## config.mk

```make
export PLATFORM = sky130hd
export DESIGN_NAME = sag_div
export DESIGN_NICKNAME = d
export VERILOG_FILES = /design/src/sv/sag_pkg.sv /design/src/sv/sag_div.sv
export SDC_FILE = /design/constraint.sdc
export NUM_CORES = 1
export LEC_CHECK = 0
export BUFFER_PORTS_ARGS = -buffer_cell sky130_fd_sc_hd__buf_4
export CORE_ASPECT_RATIO = 0.5
export CORE_UTILIZATION = 62
export CTS_CLUSTER_DIAMETER = 50
export DETAILED_ROUTE_END_ITERATION = 7
export PLACE_DENSITY = 0.82
export SLEW_MARGIN = 20
export SYNTH_ARGS = -nofsm -noshare
export SYNTH_HDL_FRONTEND = slang
export SYNTH_SLANG_ARGS = --single-unit
```

## constraint.sdc

```tcl
create_clock -name clk -period 3.7 [get_ports clk]
set_clock_uncertainty 0.1 [all_clocks]
set_input_delay 1.11 -clock clk [delete_from_list [all_inputs] [get_ports clk]]
set_output_delay 1.11 -clock clk [all_outputs]
set_load 0.01 [all_outputs]
```

## src/sv/sag_pkg.sv

```systemverilog
// Shared types and constants for the Sobel average gradient block.
// Used by the line store RAM, the square root and divider units and the top level.
package sag_pkg;

  localparam int MAX_WIDTH  = 2048;
  localparam int MAX_HEIGHT = 2048;
  localparam int COL_W      = $clog2(MAX_WIDTH);
  localparam int ROW_W      = $clog2(MAX_HEIGHT);
  localparam int SIZE_W     = 12;
  localparam int PIX_W      = 8;
  localparam int LINE_W     = 2 * PIX_W;
  localparam int MAG_W      = 11;
  localparam int SQ_W       = 21;
  localparam int SUM_W      = 34;
  localparam int AREA_W     = COL_W + ROW_W + 1;
  localparam int AVG_W      = 11;
  localparam int CFG_IDX_W  = 2;

  localparam logic [CFG_IDX_W-1:0] REG_WIDTH  = 2'd0;
  localparam logic [CFG_IDX_W-1:0] REG_HEIGHT = 2'd1;
  localparam logic [CFG_IDX_W-1:0] REG_MODE   = 2'd2;

  localparam logic [SIZE_W-1:0] WIDTH_RST  = 12'd640;
  localparam logic [SIZE_W-1:0] HEIGHT_RST = 12'd480;

  typedef enum logic [3:0] {
    ST_IDLE,
    ST_WIN,
    ST_GRAD,
    ST_SQ,
    ST_SQRT,
    ST_ACC,
    ST_MULT,
    ST_DIVST,
    ST_DIV,
    ST_OUT
  } sag_state_t;

  typedef struct packed {
    logic             en;
    logic [COL_W-1:0] addr;
    logic [LINE_W-1:0] data;
  } ram_wr_t;

  typedef struct packed {
    logic start;
    logic done;
  } unit_ctl_t;

endpackage

```

## src/sv/sag_div.sv

```systemverilog
// Restoring divider, one quotient bit per cycle, for the frame average.
// Depends on sag_pkg for widths.
module sag_div (
  input  logic                         clk,
  input  logic                         rst_n,
  input  logic                         start,
  input  logic [sag_pkg::SUM_W-1:0]    dividend,
  input  logic [sag_pkg::AREA_W-1:0]   divisor,
  output logic                         done,
  output logic [sag_pkg::AVG_W-1:0]    quotient
);
  import sag_pkg::*;

  localparam int CNT_W = $clog2(SUM_W + 1);

  logic [SUM_W-1:0]  quo_r, quo_nxt;
  logic [AREA_W-1:0] rem_r, rem_nxt;
  logic [AREA_W-1:0] dvs_r, dvs_nxt;
  logic [CNT_W-1:0]  cnt_r, cnt_nxt;
  logic              busy_r, busy_nxt;
  logic              done_r, done_nxt;
  logic [AREA_W:0]   rem_sh;
  logic              q_bit;

  always_comb begin
    rem_sh   = {rem_r, quo_r[SUM_W-1]};
    q_bit    = rem_sh >= {1'b0, dvs_r};
    quo_nxt  = quo_r;
    rem_nxt  = rem_r;
    dvs_nxt  = dvs_r;
    cnt_nxt  = cnt_r;
    busy_nxt = busy_r;
    done_nxt = 1'b0;
    if (start) begin
      quo_nxt  = dividend;
      rem_nxt  = '0;
      dvs_nxt  = divisor;
      cnt_nxt  = CNT_W'(SUM_W);
      busy_nxt = 1'b1;
    end else if (busy_r) begin
      rem_nxt = q_bit ? AREA_W'(rem_sh - {1'b0, dvs_r}) : rem_sh[AREA_W-1:0];
      quo_nxt = {quo_r[SUM_W-2:0], q_bit};
      cnt_nxt = cnt_r - CNT_W'(1);
      if (cnt_r == CNT_W'(1)) begin
        busy_nxt = 1'b0;
        done_nxt = 1'b1;
      end
    end
  end

  always_ff @(posedge clk) begin
    if (!rst_n) begin
      busy_r <= 1'b0;
      done_r <= 1'b0;
    end else begin
      busy_r <= busy_nxt;
      done_r <= done_nxt;
    end
    quo_r <= quo_nxt;
    rem_r <= rem_nxt;
    dvs_r <= dvs_nxt;
    cnt_r <= cnt_nxt;
  end

  assign done     = done_r;
  assign quotient = quo_r[AVG_W-1:0];

endmodule

```

### Word-level counts from Yosys, hierarchy flattened

Cells that the tools add are included.

| word-level totals | value |
|---|---|
| register bits | 88 |
| logic and storage cells | 21 |
| output and inout bits | 12 |

| operators by class | value |
|---|---|
| add/subtract/negate cells | 2 |
| equal/unequal tests | 1 |
| magnitude comparators | 1 |
| muxes and demuxes | 7 |
| bitwise gates (word level) | 2 |
| reduce and logical (&&, ||, !) cells | 2 |

Operators with widths:

| cell | count |
|---|---|
| $mux W34 | 2 |
| $ge A24 B23 Y1 | 1 |
| $mux W23 | 1 |
| $sub A23 B23 Y23 | 1 |
| $eq A6 B1 Y1 const B | 1 |
| $sub A6 B1 Y6 const B | 1 |
| $mux W1 | 4 |
| $reduce_or A3 Y1 | 1 |
| $not A1 Y1 | 2 |
| $reduce_bool A2 Y1 | 1 |

### Longest topological paths before layout

| logic depth | value |
|---|---|
| depth after elaboration | 4 |
| gate-level depth with buffers | 12 |
| depth with buffers taken out | 10 |

### Worst setup path after synthesis

No wires, ideal clock.

| path | value |
|---|---|
| path type | input to register |
| start point | input port start |
| end point | register quo_r[0], enable pin |
| arrival time | 2.344 ns |
| stages on the path | 4 |
| library setup time | 0.389 ns |
| path buffers | 2 |
| setup slack | 0.868 ns |
| required time | 3.211 ns |
| path through | clkbuf_1 > nor2_1 > clkbuf_1 > inv_1 |

| between the ends | value |
|---|---|
| word-level cells in the longest chain between the ends | 1 |

Ends and longest elaborated chain:

| what | line | source |
|---|---|---|
| start, declared | sag_div.sv:6 | `input logic start,` |
| $reduce_bool A2 Y1 (no line) | - |  |
| end signal, assigned | sag_div.sv:59 | `quo_r <= quo_nxt;` |
| end, declared | sag_div.sv:16 | `logic [SUM_W-1:0] quo_r, quo_nxt;` |

No other way between the ends.
A chain may end at the register's enable or synchronous reset.

### Worst setup path in the final report

| path | value |
|---|---|
| start point | register quo_r[33] |
| end point | register rem_r[13] |

| between the ends | value |
|---|---|
| word-level cells in the longest chain between the ends | 2 |
| elaborated cells between the ends (all ways) | 3 |
| classes of those cells | add/sub: 1; order compare: 1; mux: 1 |

Ends and longest elaborated chain:

| what | line | source |
|---|---|---|
| $sub A23 B23 Y23 / $ge A24 B23 Y1 (equally long branches) | sag_div.sv:41, sag_div.sv:27 |  |
| $mux W23 * | sag_div.sv:41 | `rem_nxt = q_bit ? AREA_W'(rem_sh - {1'b0, dvs_r}) : rem_sh[AREA_W-1:0];` |
| end signal, assigned | sag_div.sv:60 | `rem_r <= rem_nxt;` |
| end, declared | sag_div.sv:17 | `logic [AREA_W-1:0] rem_r, rem_nxt;` |

Every way passes the cells marked *; elsewhere a longest branch is shown, timed or not.

==> impl_metrics.toml <==
[status]
outcome = "completed"

[timing]
setup_violations = 0
setup_total_negative_slack_ps = 0
hold_slack_ps = 388
max_freq_ghz = 0.333
final-hold-violation-count = 0
worst_slew_pin_slew_ps = 547
rsz_0062_raised_after_global_routing = "false"
slew_headroom_pct = 63.0
slew_violations = 0
fin_crit_sh_pct = 81.2
finalCriticalPeriod_ps = 3000

[synth]
yosys_warnings = 0
synth_top_flop_cell = "sky130_fd_sc_hd__edfxtp_1"
netlist_area_before_placement_sq_um = 5000
synth_area_leaders = "sky130_fd_sc_hd__edfxtp_1 34%, sky130_fd_sc_hd__dfxtp_1 12%, sky130_fd_sc_hd__mux2_2 7.7%"
seq_total_area_yosys_pct = 46.6
synthesis.nets = 565
netlist.top_cell.by_area = "sky130_fd_sc_hd__edfxtp_1"
netlist_top_cells_count = "57 x sky130_fd_sc_hd__edfxtp_1, 45 x sky130_fd_sc_hd__nor2_1, 34 x sky130_fd_sc_hd__mux2_2"
async_reset_ff_share_pct = 0
yosysTopAreaCellShare_pct = 34.2
ys_seq_elements = 88
yosys.cell_types.count = 61
syn-instance-count = 479
avgSynthCellArea_sq_um = 10.4
synth_enable_flop_cells = 57
post-synth-top-count-cell = "sky130_fd_sc_hd__edfxtp_1"

[layout]
n_antenna_cell = 0
nets = 620
final_cell_area_sq_um = 5820
final.fill_count = 524
drive_above_1_share_pct = 25.0
multi_input_comb_area_sq_um = 2340
regArea_sq_um = 2330
synthToLayoutAreaGrowth_pct = 16.4

[cts]
cts_max_path_buffers = 2
cts.reportedPaths.clkPinSlew_ps = 60
tritoncts_clock_tree = "done"
source_to_sink_clock_delay_at_the_later_pin_of_the_worst_skew_pair_ps = 350
cts-root-buf = "sky130_fd_sc_hd__clkbuf_16"
setup_bufs_post_cts = 0
ctsHtreeMaxLevel = 3
post_cts_resize_count = 0
cts-buffers-inserted = 9
cts.sinks = 88
post_cts_hold_buffer_count = 0

[floorplanning]
chipHeight_microns = 65.5
ioPinCount = 72
design.die.area_sq_um = 8450
die_width_microns = 129
row_count = 22
floorplan.core_area_sq_um = 7570
starting_density_of_the_core_pct = 66.1

[routing]
final_antenna_net_count = 0
route.vias.total = 3706
drt-initial-drc-count = 286
number_of_remaining_drc_errors = 0
drt-total-wl_microns = 10300
wl_per_cell_microns = 15.9
firstDrtPassIters = 5
avgViaCountPerCell = 5.73

[setup_path]
worst-endpoint-required_ps = 3810
crit_path_cell_trace = "inv_1, ha_1, fa_1, nand2b_1, a21oi_1, a21oi_1, o211ai_2, a21o_1, buf_4, mux2i_1, o21ai_0"
ff2ff_path_depth = 11
path_depth = 11
crit_path_max_incr_delay_ps = 440
cp_top_family = "compound AO/OA/AOI/OAI gates"
timing.setup.critical_path_class = "register to register"
critPathLaunchType = "register"
worst_path_max_delay_cell = "sky130_fd_sc_hd__a21o_1"
timing.critical_path.arrival_ps = 3110
worstPathMaxFanout = 11
path_buf_inv = 2
timing.critical_path.mode_cell = "sky130_fd_sc_hd__a21oi_1"
worstSetupEndpointType = "register"

[placed_design]
placed_cell_area_sq_um = 5530
number_of_port_buffers = 71
final_weighted_congestion_in_routability_driven_placement = 0.880
dp_hpwl_microns = 7310

[power]
leakagePower_nw = 2.37
irDropWorstVdd_v = 0.000431
power_density_over_the_cells_nw_per_um2 = 427

[grt]
grt_first_pass_wirelength_microns = 16900
antenna_found_initial = 0
largest_net_degree_at_the_start_of_global_routing = 35
globalRoute.totalOverflow = 0
globalRouteTotalUtil_pct = 26.4
grt_pass1_vias = 3596

[run]
cap_viol_max_count = 0

[worst_hold_path]
type_of_the_tightest_min_delay_check = "register to register"
timing.hold.worst_path_depth = 2
## layer usage
metal / vias to the layer above / share of wire, % / track usage (%)
li1: 1843 / - / -
met1: 1733 / 47 / 33.7
met2: 114 / 44 / 42.0
met3: 16 / 7.6 / 9.69
met4: 0 / 1.2 / 8.09
met5: - / 0 / 0
## power breakdown
part	internal, W	total [W]	switching [W]
Combinational	0.000199	0.000415	0.000216
Clock	0.000523	0.000908	0.000385
Sequential	0.00113	0.00117	0.0000335
Total	0.00185	0.00249	0.000634
## cell type report
cell class	count	area share [%]
inverter	31	2.00
clock buffer	9	3.87
sequential	88	40.1
clock inverter	7	1.20
tap	108	2.32
multi-input combinational	325	40.2
timing repair buffer	79	10.4
## through the flow
step | std cells | power, W | worst slack (ps) | util [%]
floorplan | 479 | 0.00147 | 868 | -
global placement | 631 | 0.00158 | 884 | 73.0
detailed placement | 631 | 0.00160 | 742 | 73.0
CTS | 647 | 0.00250 | 720 | 76.9
global route | 647 | 0.00259 | 473 | 76.9
finish | 647 | 0.00249 | 697 | 76.9
## state kept, by name, indices dropped and copies added (netlist names)
signal / count
cnt_r: 6
rem_r: 23
busy_r: 1
dvs_r: 23
done: 1
quo_r: 34
## worst paths after layout
path	endpoint	from	slack, ps
worst max-delay path	rem_r[13]	quo_r[33]	700
worst min-delay path	rem_r[4]	rem_r[4]	390
worst max register to register	rem_r[13]	quo_r[33]	700
worst min register to register	rem_r[4]	rem_r[4]	390
## placed cells by master, fill, tap and decap left out, drive strengths merged, types with 2 or more instances in the layout
| master | synthesis | layout |
|---|---|---|
| a211oi | 9 | 9 |
| a21o | 5 | 5 |
| a21oi | 31 | 31 |
| a311o | 2 | 2 |
| a311oi | 2 | 2 |
| a32o | 2 | 2 |
| a32oi | 7 | 7 |
| and3 | 5 | 5 |
| buf | 19 | 79 |
| clkbuf | 16 | 9 |
| clkinv | 0 | 2 |
| clkinvlp | 0 | 2 |
| dfxtp | 31 | 31 |
| edfxtp | 57 | 57 |
| ha | 25 | 25 |
| inv | 31 | 33 |
| mux2 | 34 | 34 |
| mux2i | 13 | 13 |
| nand2 | 32 | 32 |
| nand2b | 7 | 7 |
| nand3 | 10 | 10 |
| nand4 | 2 | 2 |
| nor2 | 45 | 45 |
| nor2b | 5 | 5 |
| nor3 | 5 | 5 |
| nor4 | 3 | 3 |
| o211ai | 3 | 3 |
| o21a | 7 | 7 |
| o21ai | 24 | 24 |
| o21bai | 3 | 3 |
| o311ai | 3 | 3 |
| o31a | 2 | 2 |
| o31ai | 5 | 5 |
| or3 | 2 | 2 |
| xnor2 | 12 | 12 |
| xor2 | 4 | 4 |
## kinds of logic (layout without fill, tap and decap cells)
| family | Yosys count | after routing | synth area share, % |
|---|---|---|---|
| flops | 88 | 88 | 46.6 |
| simple gates | 121 | 121 | 11.5 |
| mux | 47 | 47 | 10.3 |
| buf+inv | 66 | 126 | 6.60 |
| xor+xnor | 16 | 16 | 2.80 |
| fa+ha+maj | 26 | 26 | 6.66 |
| compound gates | 115 | 115 | 15.6 |
## worst register-to-register path, cell delays in order, from the launching register on
cell and delay (ps):
sky130_fd_sc_hd__edfxtp_1 360, sky130_fd_sc_hd__inv_1 50, sky130_fd_sc_hd__ha_1 210, sky130_fd_sc_hd__fa_1 400, sky130_fd_sc_hd__nand2b_1 180, sky130_fd_sc_hd__a21oi_1 170
sky130_fd_sc_hd__a21oi_1 160, sky130_fd_sc_hd__o211ai_2 210, sky130_fd_sc_hd__a21o_1 440, sky130_fd_sc_hd__buf_4 260, sky130_fd_sc_hd__mux2i_1 230, sky130_fd_sc_hd__o21ai_0 90
No activity file was read; power rests on OpenSTA's default activity.
