==> config.mk <==
export PLATFORM = sky130hd
export DESIGN_NAME = sag_isqrt
export DESIGN_NICKNAME = d
export VERILOG_FILES = /design/src/sv/sag_pkg.sv /design/src/sv/sag_isqrt.sv
export SDC_FILE = /design/constraint.sdc
export NUM_CORES = 1
export LEC_CHECK = 0
export ABC_AREA = 1
export BUFFER_PORTS_ARGS = -buffer_cell sky130_fd_sc_hd__buf_2
export CORE_MARGIN = 1
export CORE_UTILIZATION = 39
export CTS_BUF_LIST = sky130_fd_sc_hd__clkbuf_8 sky130_fd_sc_hd__clkbuf_16
export DETAILED_ROUTE_END_ITERATION = 6
export GPL_TIMING_DRIVEN = 0
export SYNTH_ARGS = -nofsm -noshare
export SYNTH_HDL_FRONTEND = slang
export SYNTH_SLANG_ARGS = --single-unit
==> constraint.sdc <==
create_clock -name clk -period 6.3 [get_ports clk]
set_clock_uncertainty 0.1 [all_clocks]
set_input_delay 1.26 -clock clk [delete_from_list [all_inputs] [get_ports clk]]
set_output_delay 1.26 -clock clk [all_outputs]
set_load 0.01 [all_outputs]
==> src/sv/sag_pkg.sv <==
// Shared types and constants for the Sobel average gradient block.
// Used by the line store RAM, the square root and divider units and the top level.
package sag_pkg;

  localparam int MAX_WIDTH  = 2048;
  localparam int MAX_HEIGHT = 2048;
  localparam int COL_W      = $clog2(MAX_WIDTH);
  localparam int ROW_W      = $clog2(MAX_HEIGHT);
  localparam int SIZE_W     = 12;
  localparam int PIX_W      = 8;
  localparam int LINE_W     = 2 * PIX_W;
  localparam int MAG_W      = 11;
  localparam int SQ_W       = 21;
  localparam int SUM_W      = 34;
  localparam int AREA_W     = COL_W + ROW_W + 1;
  localparam int AVG_W      = 11;
  localparam int CFG_IDX_W  = 2;

  localparam logic [CFG_IDX_W-1:0] REG_WIDTH  = 2'd0;
  localparam logic [CFG_IDX_W-1:0] REG_HEIGHT = 2'd1;
  localparam logic [CFG_IDX_W-1:0] REG_MODE   = 2'd2;

  localparam logic [SIZE_W-1:0] WIDTH_RST  = 12'd640;
  localparam logic [SIZE_W-1:0] HEIGHT_RST = 12'd480;

  typedef enum logic [3:0] {
    ST_IDLE,
    ST_WIN,
    ST_GRAD,
    ST_SQ,
    ST_SQRT,
    ST_ACC,
    ST_MULT,
    ST_DIVST,
    ST_DIV,
    ST_OUT
  } sag_state_t;

  typedef struct packed {
    logic             en;
    logic [COL_W-1:0] addr;
    logic [LINE_W-1:0] data;
  } ram_wr_t;

  typedef struct packed {
    logic start;
    logic done;
  } unit_ctl_t;

endpackage

==> src/sv/sag_isqrt.sv <==
// Iterative integer square root, one result bit per cycle.
// Depends on sag_pkg for widths.
module sag_isqrt (
  input  logic                       clk,
  input  logic                       rst_n,
  input  logic                       start,
  input  logic [sag_pkg::SQ_W-1:0]   value,
  output logic                       done,
  output logic [sag_pkg::MAG_W-1:0]  root
);
  import sag_pkg::*;

  localparam logic [SQ_W:0] BIT_TOP = (SQ_W+1)'(1) << (2 * ((SQ_W - 1) / 2));

  logic [SQ_W:0] v_r, v_nxt;
  logic [SQ_W:0] root_r, root_nxt;
  logic [SQ_W:0] bit_r, bit_nxt;
  logic          busy_r, busy_nxt;
  logic          done_r, done_nxt;
  logic [SQ_W:0] trial;

  always_comb begin
    trial    = root_r + bit_r;
    v_nxt    = v_r;
    root_nxt = root_r;
    bit_nxt  = bit_r;
    busy_nxt = busy_r;
    done_nxt = 1'b0;
    if (start) begin
      v_nxt    = {1'b0, value};
      root_nxt = '0;
      bit_nxt  = BIT_TOP;
      busy_nxt = 1'b1;
    end else if (busy_r) begin
      if (v_r >= trial) begin
        v_nxt    = v_r - trial;
        root_nxt = (root_r >> 1) + bit_r;
      end else begin
        root_nxt = root_r >> 1;
      end
      bit_nxt = bit_r >> 2;
      if (bit_r == (SQ_W+1)'(1)) begin
        busy_nxt = 1'b0;
        done_nxt = 1'b1;
      end
    end
  end

  always_ff @(posedge clk) begin
    if (!rst_n) begin
      busy_r <= 1'b0;
      done_r <= 1'b0;
    end else begin
      busy_r <= busy_nxt;
      done_r <= done_nxt;
    end
    v_r    <= v_nxt;
    root_r <= root_nxt;
    bit_r  <= bit_nxt;
  end

  assign done = done_r;
  assign root = root_r[MAG_W-1:0];

endmodule

After elaboration in Yosys (flattened, before gate mapping)
Index checks and enable logic that the tools add are counted.
- memory bits (writable): 0
- memory bits (read-only): 0
- bits of input ports: 24
- output and inout bits: 12
- register bits after elaboration: 57
- memories: 0
- latch bits: 0
- magnitude comparators: 1
- shift-type cells: 0
- reductions and logical operators: 5
- $mul: 0
- div/mod/pow operators: 0
- add/sub/neg operators: 3
- multiplexer cells: 8
- equal/unequal tests: 1
- bitwise operators: 2
- operators with widths (kind ; count):
    21-bit 2-to-1 mux ; 3
    21-bit by 21-bit adder with 22-bit output ; 1
    22-bit by 21-bit adder with 22-bit output ; 1
    22-bit greater-or-equal comparator ; 1
    22-bit 2-to-1 mux ; 1
    22-bit subtractor ; 1
    11-bit by 1-bit == test with 1-bit output (second input constant) ; 1
    1-bit 2-to-1 mux ; 4
    2-bit AND reduction ; 2
    2-bit nonzero test ; 2
    3-bit OR reduction ; 1
    1-bit NOT ; 2

Logic depth before layout (Yosys ltp)
Gate-level depths: netlist (run 1).
- word-level depth: 5
- mapped depth: 23
- mapped depth without buffers: 22

Least setup slack after synthesis (run 1)
No wires, ideal clock.
- path kind: register -> register
- from: reg root_r[2]
- to: reg v_r[0], enable pin
- setup slack: 2729 ps
- stages on the path, launching flop included: 17
- library setup time: 378 ps
- data required time: 5822 ps
- arrival: 3093 ps
- path through: dfxtp_1 ha_1 nand3_1 nand2_1 a21oi_1 o21ai_0 a21oi_1 xor2_1 ha_1 nand2_2 nor2_2 nand4_1 nor2_2 nor2_4 nand2_4 nand2_2 nand2_1
- longest elaborated chain between the ends: 4
- ends and longest elaborated chain (item ; RTL line ; source):
    start, declared ; sag_isqrt.sv:16 ; logic [SQ_W:0] root_r, root_nxt;
    start signal, assigned ; sag_isqrt.sv:58 ; root_r <= root_nxt;
    22-bit by 21-bit adder with 22-bit output ; sag_isqrt.sv:23 ; trial = root_r + bit_r;
    22-bit greater-or-equal comparator ; sag_isqrt.sv:35 ; if (v_r >= trial) begin
    2-bit nonzero test (no line) ; n/a ;
    2-bit AND reduction (no line) ; n/a ;
    end signal, assigned ; sag_isqrt.sv:57 ; v_r <= v_nxt;
    end, declared ; sag_isqrt.sv:15 ; logic [SQ_W:0] v_r, v_nxt;
Every way passes these cells.
A chain may end at the register's enable or synchronous reset.

Final worst setup path (run 1)
- from: reg root_r[2]
- to: reg v_r[2], enable pin
The elaborated chain is that of the path after synthesis.

==> impl_metrics.yaml, run 1 <==
layout:
  drive_above_1_share_pct: 10.0
  fin_area_sq_mm: 0.00628
  area_growth_pct: 12.0
  fin_nets: 1004
  diodes: 0
  multi_input_area_sq_mm: 0.00372
  seq_area_sq_mm: 0.00135
  fillers: 1489
yosys:
  synthTopCellsByArea: "nand2_1, dfxtp_1, edfxtp_1"
  netlist_instances: 887
  synthTopCellsByCount: "nand2_1, inv_1, nand3_1"
  synthFlopType: "dfxtp_1"
  yosys_warnings: 0
  ys_seq_elements: 57
  synth_cell_type_count: 44
  yosysSeqAreaShare_pct: 24.1
  synth_most_common_cell: "nand2_1"
  synth.top_cell.area_share_pct: 18.7
  netlist_area_sq_mm: 0.00561
  synth-edff-count: 21
  syn_nets: 958
  yosysTopAreaCell: "nand2_1"
  async_flop_share_pct: 0
  avgSynthCellArea_sq_um: 6.33
die:
  die_w_microns: 122
  core_sq_mm: 0.0139
  initial_core_util_pct: 40.3
  boundaryPins: 36
  die_h_microns: 122
  die-area_sq_mm: 0.0149
  rows: 43
pwr:
  irDropWorstVdd_v: 0.000198
  power.density_mw_per_mm2: 546
  p_leak_nw: 2.97
  p_total_w: 0.00343
critical_path:
  arrival_ps: 4520
  worstSetupPathType: "register to register"
  end_kind: "register"
  crit_slowest_cell: "nand2_1"
  worstPathRequired_ps: 6150
  start_kind: "register"
  max_stage_delay_ps: 790
  cp_max_fo: 21
  worstPathCellList: "ha_1 -> nand3_1 -> nand2_1 -> a21oi_1 -> o21ai_0 -> a21oi_1 -> xor2_1 -> ha_1 -> nand2_2 -> nor2_2 -> nand4_1 -> nor2_2 -> nor2_4 -> nand2_4 -> nand2_2 -> nand2_1"
global_route:
  grt_pass1_wl_microns: 26400
  grt_util_all_layers_pct: 23.2
  grt_pass1_vias: 5028
  overflow: 0
  grt_max_degree: 22
  grt_antenna_before_repair: 0
min_path:
  hp-class: "register to register"
cts:
  cts_tree: "built"
  clkLatencyLatePin_ps: 330
  cts-buffers-inserted: 9
  root_buffer: "clkbuf_16"
  cts.reportedPaths.clkPinSlew_ps: 60
  cts_max_path_buffers: 2
  cts_max_level: 3
  cts.sinks: 57
  cts_resized: 0
  cts_hold_buf: 0
  postCtsSetupBuffers: 0
sta:
  rsz0062_at_grt: "no"
  drv_slew: 0
  tightest_slew_ps: 1030
  min_period_over_period_pct: 74.1
  max_freq_mhz: 214
  finalCriticalPeriod_ps: 4670
  finalSetupTns_ps: 0
  slew_headroom_pct: 31.0
  finalSetupViolations: 0
  hold_viol: 0
drt:
  finalWirelength_microns: 17000
  vias_per_cell: 5.19
  vias: 5802
  dr.pass1.iters: 5
  drc: 0
  dr.first_iter.drc_count: 476
  antenna_left: 0
  avgRoutedWirePerCell_microns: 15.2
run_status:
  outcome: "finished, final reports clean"
place:
  dpl_cell_area_sq_mm: 0.00601
  place.gp.congestion: 0.909
  portBuffers: 35
  hpwlAfterDp_microns: 13300
run:
  maxCapViolCount: 0
[state kept, by name (all words and copies together) (netlist names)]
register,cells
done,1
bit_r,11
busy_r,1
root_r,22
v_r,22
[final timing paths]
path / cells past startpoint / slack [ps] / start / to
worst max-delay path: 16 / 1630 / root_r[2] / v_r[2]
worst min-delay path: 2 / 390 / v_r[21] / v_r[21]
worst max register to register: 16 / 1630 / root_r[2] / v_r[2]
worst min register to register: 2 / 390 / v_r[21] / v_r[21]
[final cells by class]
class / count / share of cell area, %
flip-flops and latches: 57 / 21.5
repair buffers: 35 / 2.79
clock inverters: 6 / 0.538
inverters: 92 / 5.50
multi-input cells: 701 / 59.1
clock buffers: 10 / 3.80
plain buffers: 37 / 3.15
well taps: 180 / 3.58
[report_power, final]
group          total [W]  leakage, nW  internal, W  switching (W)
logic            0.00231         2.32     0.000832        0.00148
registers       0.000665        0.504     0.000553       0.000112
clock network   0.000453        0.144     0.000274       0.000179
[per-stage QoR]
stage / std cells / hold WS (ps) / setup slack (ps) / utilization [%]
after floorplan: 887 / 352 / 2730 / -
after global placement: 1102 / 372 / 1660 / 43.1
after CTS: 1118 / 392 / 1610 / 45.1
after detailed placement: 1102 / 383 / 1640 / 43.1
after global routing: 1118 / 417 / 1270 / 45.1
final: 1118 / 388 / 1630 / 45.1
[placed cells by master, fill, tap and decap left out, types with 3 or more instances in the layout]
master,instances
clkbuf_16,9
o21ai_0,47
edfxtp_1,21
xnor2_1,14
xor2_1,18
clkinv_2,3
or2_2,5
nor3_1,14
inv_1,91
nor4_1,3
nand2_2,5
ha_1,46
buf_4,11
nand3b_1,9
dfxtp_1,36
nand4_1,8
nand3_1,86
a21oi_1,55
a21oi_2,6
nand2_1,279
o21ai_1,3
o21bai_1,6
clkbuf_1,16
a31oi_1,4
buf_2,42
nor2_1,71
[worst max-delay path: cells and delay by family (launching register included)]
kind / cells / cell delay (ps)
XOR/XNOR: 1 / 190
flip-flops: 1 / 360
adder cells (fa/ha/maj): 2 / 770
AND/OR/NAND/NOR: 10 / 2130
AO/OA/AOI/OAI: 3 / 710
[cell families after synthesis]
| group | count (synthesis) | share of synthesized area (%) |
|---|---|---|
| buf+inv | 129 | 9.68 |
| xor+xnor | 32 | 5.00 |
| fa+ha+maj | 47 | 10.6 |
| simple gates | 490 | 37.5 |
| flops | 57 | 24.1 |
| compound gates | 132 | 13.1 |
[metal layers]
metal | track usage, % | routed length (microns) | vias up
met4 | 4.01 | 134 | 0
li1 | - | - | 3001
met3 | 3.79 | 1030 | 9
met5 | 0 | 0 | -
met2 | 35.1 | 7180 | 170
met1 | 34.6 | 8610 | 2622
Power figures use the tool's default switching activity.
==> run 2: changes to the inputs <==
==> constraint.sdc (replaced) <==
create_clock -name clk -period 4.5 [get_ports clk]
set_clock_uncertainty 0.1 [all_clocks]
set_input_delay 0.9 -clock clk [delete_from_list [all_inputs] [get_ports clk]]
set_output_delay 0.9 -clock clk [all_outputs]
set_load 0.01 [all_outputs]
==> run 2 against run 1 <==
Compared with the run above:
- worst setup slack worse by 1300 ps
- wire length hardly changed
- final cell count stayed put
- non-clock buffer count stayed put
- highest routed layer unchanged
==> impl_metrics.yaml, run 2 (synthesized netlist as in run 1, its figures left out) <==
run_status:
  outcome: "finished, final reports clean"
pwr:
  p_sw_share_pct: 51.7
  combPwrFrac_pct: 67.5
  irDropWorstVdd_v: 0.000278
  pwr-share-clk_pct: 13.2
  p_total_w: 0.00481
  power.density_mw_per_mm2: 764
  p_seq_share_pct: 19.3
  p_leak_nw: 2.97
  internal-power_w: 0.00232
  power_switching_w: 0.00248
sta:
  tightest_slew_ps: 812
  drv_slew: 0
  finalSetupViolations: 0
  timing.final.ws_setup_ps: 331
  rsz0062_at_grt: "no"
  max_freq_mhz: 240
  finalCriticalPeriod_ps: 4170
  hold_viol: 0
  slew_headroom_pct: 45.9
  min_period_over_period_pct: 92.6
cts:
  root_buffer: "clkbuf_16"
  cts.sinks: 57
  cts_tree: "built"
  cts_max_path_buffers: 2
  clkLatencyLatePin_ps: 330
  cts-buffers-inserted: 9
  cts_hold_buf: 0
  cts_max_level: 3
  cts.reportedPaths.clkPinSlew_ps: 60
min_path:
  hp-class: "register to register"
  hold_start: "root_r[0]"
critical_path:
  cp_max_fo: 21
  arrival_ps: 4060
  worstSetupPathType: "register to register"
  crit_start: "root_r[2]"
  start_kind: "register"
  end_kind: "register"
  worstPathRequired_ps: 4390
  r2r_start: "root_r[2]"
drt:
  finalWirelength_microns: 16900
  dr.first_iter.drc_count: 493
  vias: 5785
  antenna_left: 0
  avgRoutedWirePerCell_microns: 15.2
  vias_per_cell: 5.17
  dr.pass1.iters: 5
  drc: 0
run:
  maxCapViolCount: 0
die:
  die_w_microns: 122
  boundaryPins: 36
  die-area_sq_mm: 0.0149
  initial_core_util_pct: 40.3
  rows: 43
  core_sq_mm: 0.0139
  die_h_microns: 122
place:
  place.gp.congestion: 0.909
  portBuffers: 35
  dp_worst_setup_slack_ps: -164
  hpwlAfterDp_microns: 13300
layout:
  largestRegisters: "root_r (22), v_r (22), bit_r (11)"
  final_cell_mix: "nand2_1, inv_1, nand3_1"
  fillers: 1488
  drive_above_1_share_pct: 10.1
  area_growth_pct: 12.1
  fin_nets: 1004
  diodes: 0
  final_common_cell: "nand2_1"
global_route:
  overflow: 0
  grt_util_all_layers_pct: 23.2
  grt_pass1_vias: 5028
  grt_pass1_wl_microns: 26400
  grt_antenna_before_repair: 0
  grt_max_degree: 22
[run 2: cell counts in the layout (fill, tap and decap cells not counted)]
No cell type changed its count.
[run 2: final timing paths]
path                    end  slack [ps]  cells past startpoint
setup / recovery     v_r[2]         330                     16
hold / removal    root_r[0]         390                      2
setup reg to reg     v_r[2]         330                     16
hold reg to reg   root_r[0]         390                      2
[run 2: area by class of cell]
type / count / area (sq um) / area share, %
inverters: 92 / 345 / 5.49
clock buffers: 10 / 239 / 3.80
well taps: 180 / 225 / 3.58
repair buffers: 35 / 175 / 2.78
flip-flops and latches: 57 / 1350 / 21.5
plain buffers: 37 / 198 / 3.14
multi-input cells: 701 / 3720 / 59.2
clock inverters: 6 / 33.8 / 0.537
[run 2: power by group through the flow]
| stage | sequential (W) | combinational, W | clock, W |
|---|---|---|---|
| 2_1_floorplan | 0.000877 | 0.00246 | 0 |
| 3_3_place_gp | 0.000941 | 0.00318 | 0 |
| 3_5_place_dp | 0.000940 | 0.00319 | 0 |
| 4_1_cts | 0.000931 | 0.00322 | 0.000641 |
| 5_1_grt | 0.000950 | 0.00365 | 0.000659 |
| 6_report | 0.000929 | 0.00324 | 0.000634 |
[run 2: per-stage QoR]
stage / cells / utilization [%] / hold WS, ps / setup TNS, ps / instance area (sq um)
4_1_cts: 1118 / 45.1 / 392 / 0 / 6290
6_report: 1118 / 45.1 / 390 / 0 / 6290
3_5_place_dp: 1102 / 43.1 / 383 / -3420 / 6010
2_1_floorplan: 887 / - / 352 / 0 / 5610
3_3_place_gp: 1102 / 43.1 / 372 / -3010 / 6010
5_1_grt: 1118 / 45.1 / 417 / 0 / 6290
[run 2: critical path: stages (launching register included)]
cell	delay (ps)
dfxtp_1	360
ha_1	370
nand3_1	90
nand2_1	150
a21oi_1	140
o21ai_0	430
a21oi_1	140
xor2_1	190
ha_1	400
nand2_2	140
nor2_2	220
nand4_1	200
nor2_2	220
nor2_4	110
nand2_4	110
nand2_2	120
nand2_4	310
[run 2: repair_timing]
item / in CTS / in global routing
buffers inserted: 0 / 0
setup endpoints to repair: 21 / 21
resized for setup: 1 / 1
[run 2: layer usage]
| metal | GRT usage (%) | wire length [microns] |
|---|---|---|
| met5 | 0 | 0 |
| met4 | 4.01 | 150 |
| met3 | 3.79 | 948 |
| met2 | 35.1 | 7200 |
| met1 | 34.6 | 8650 |
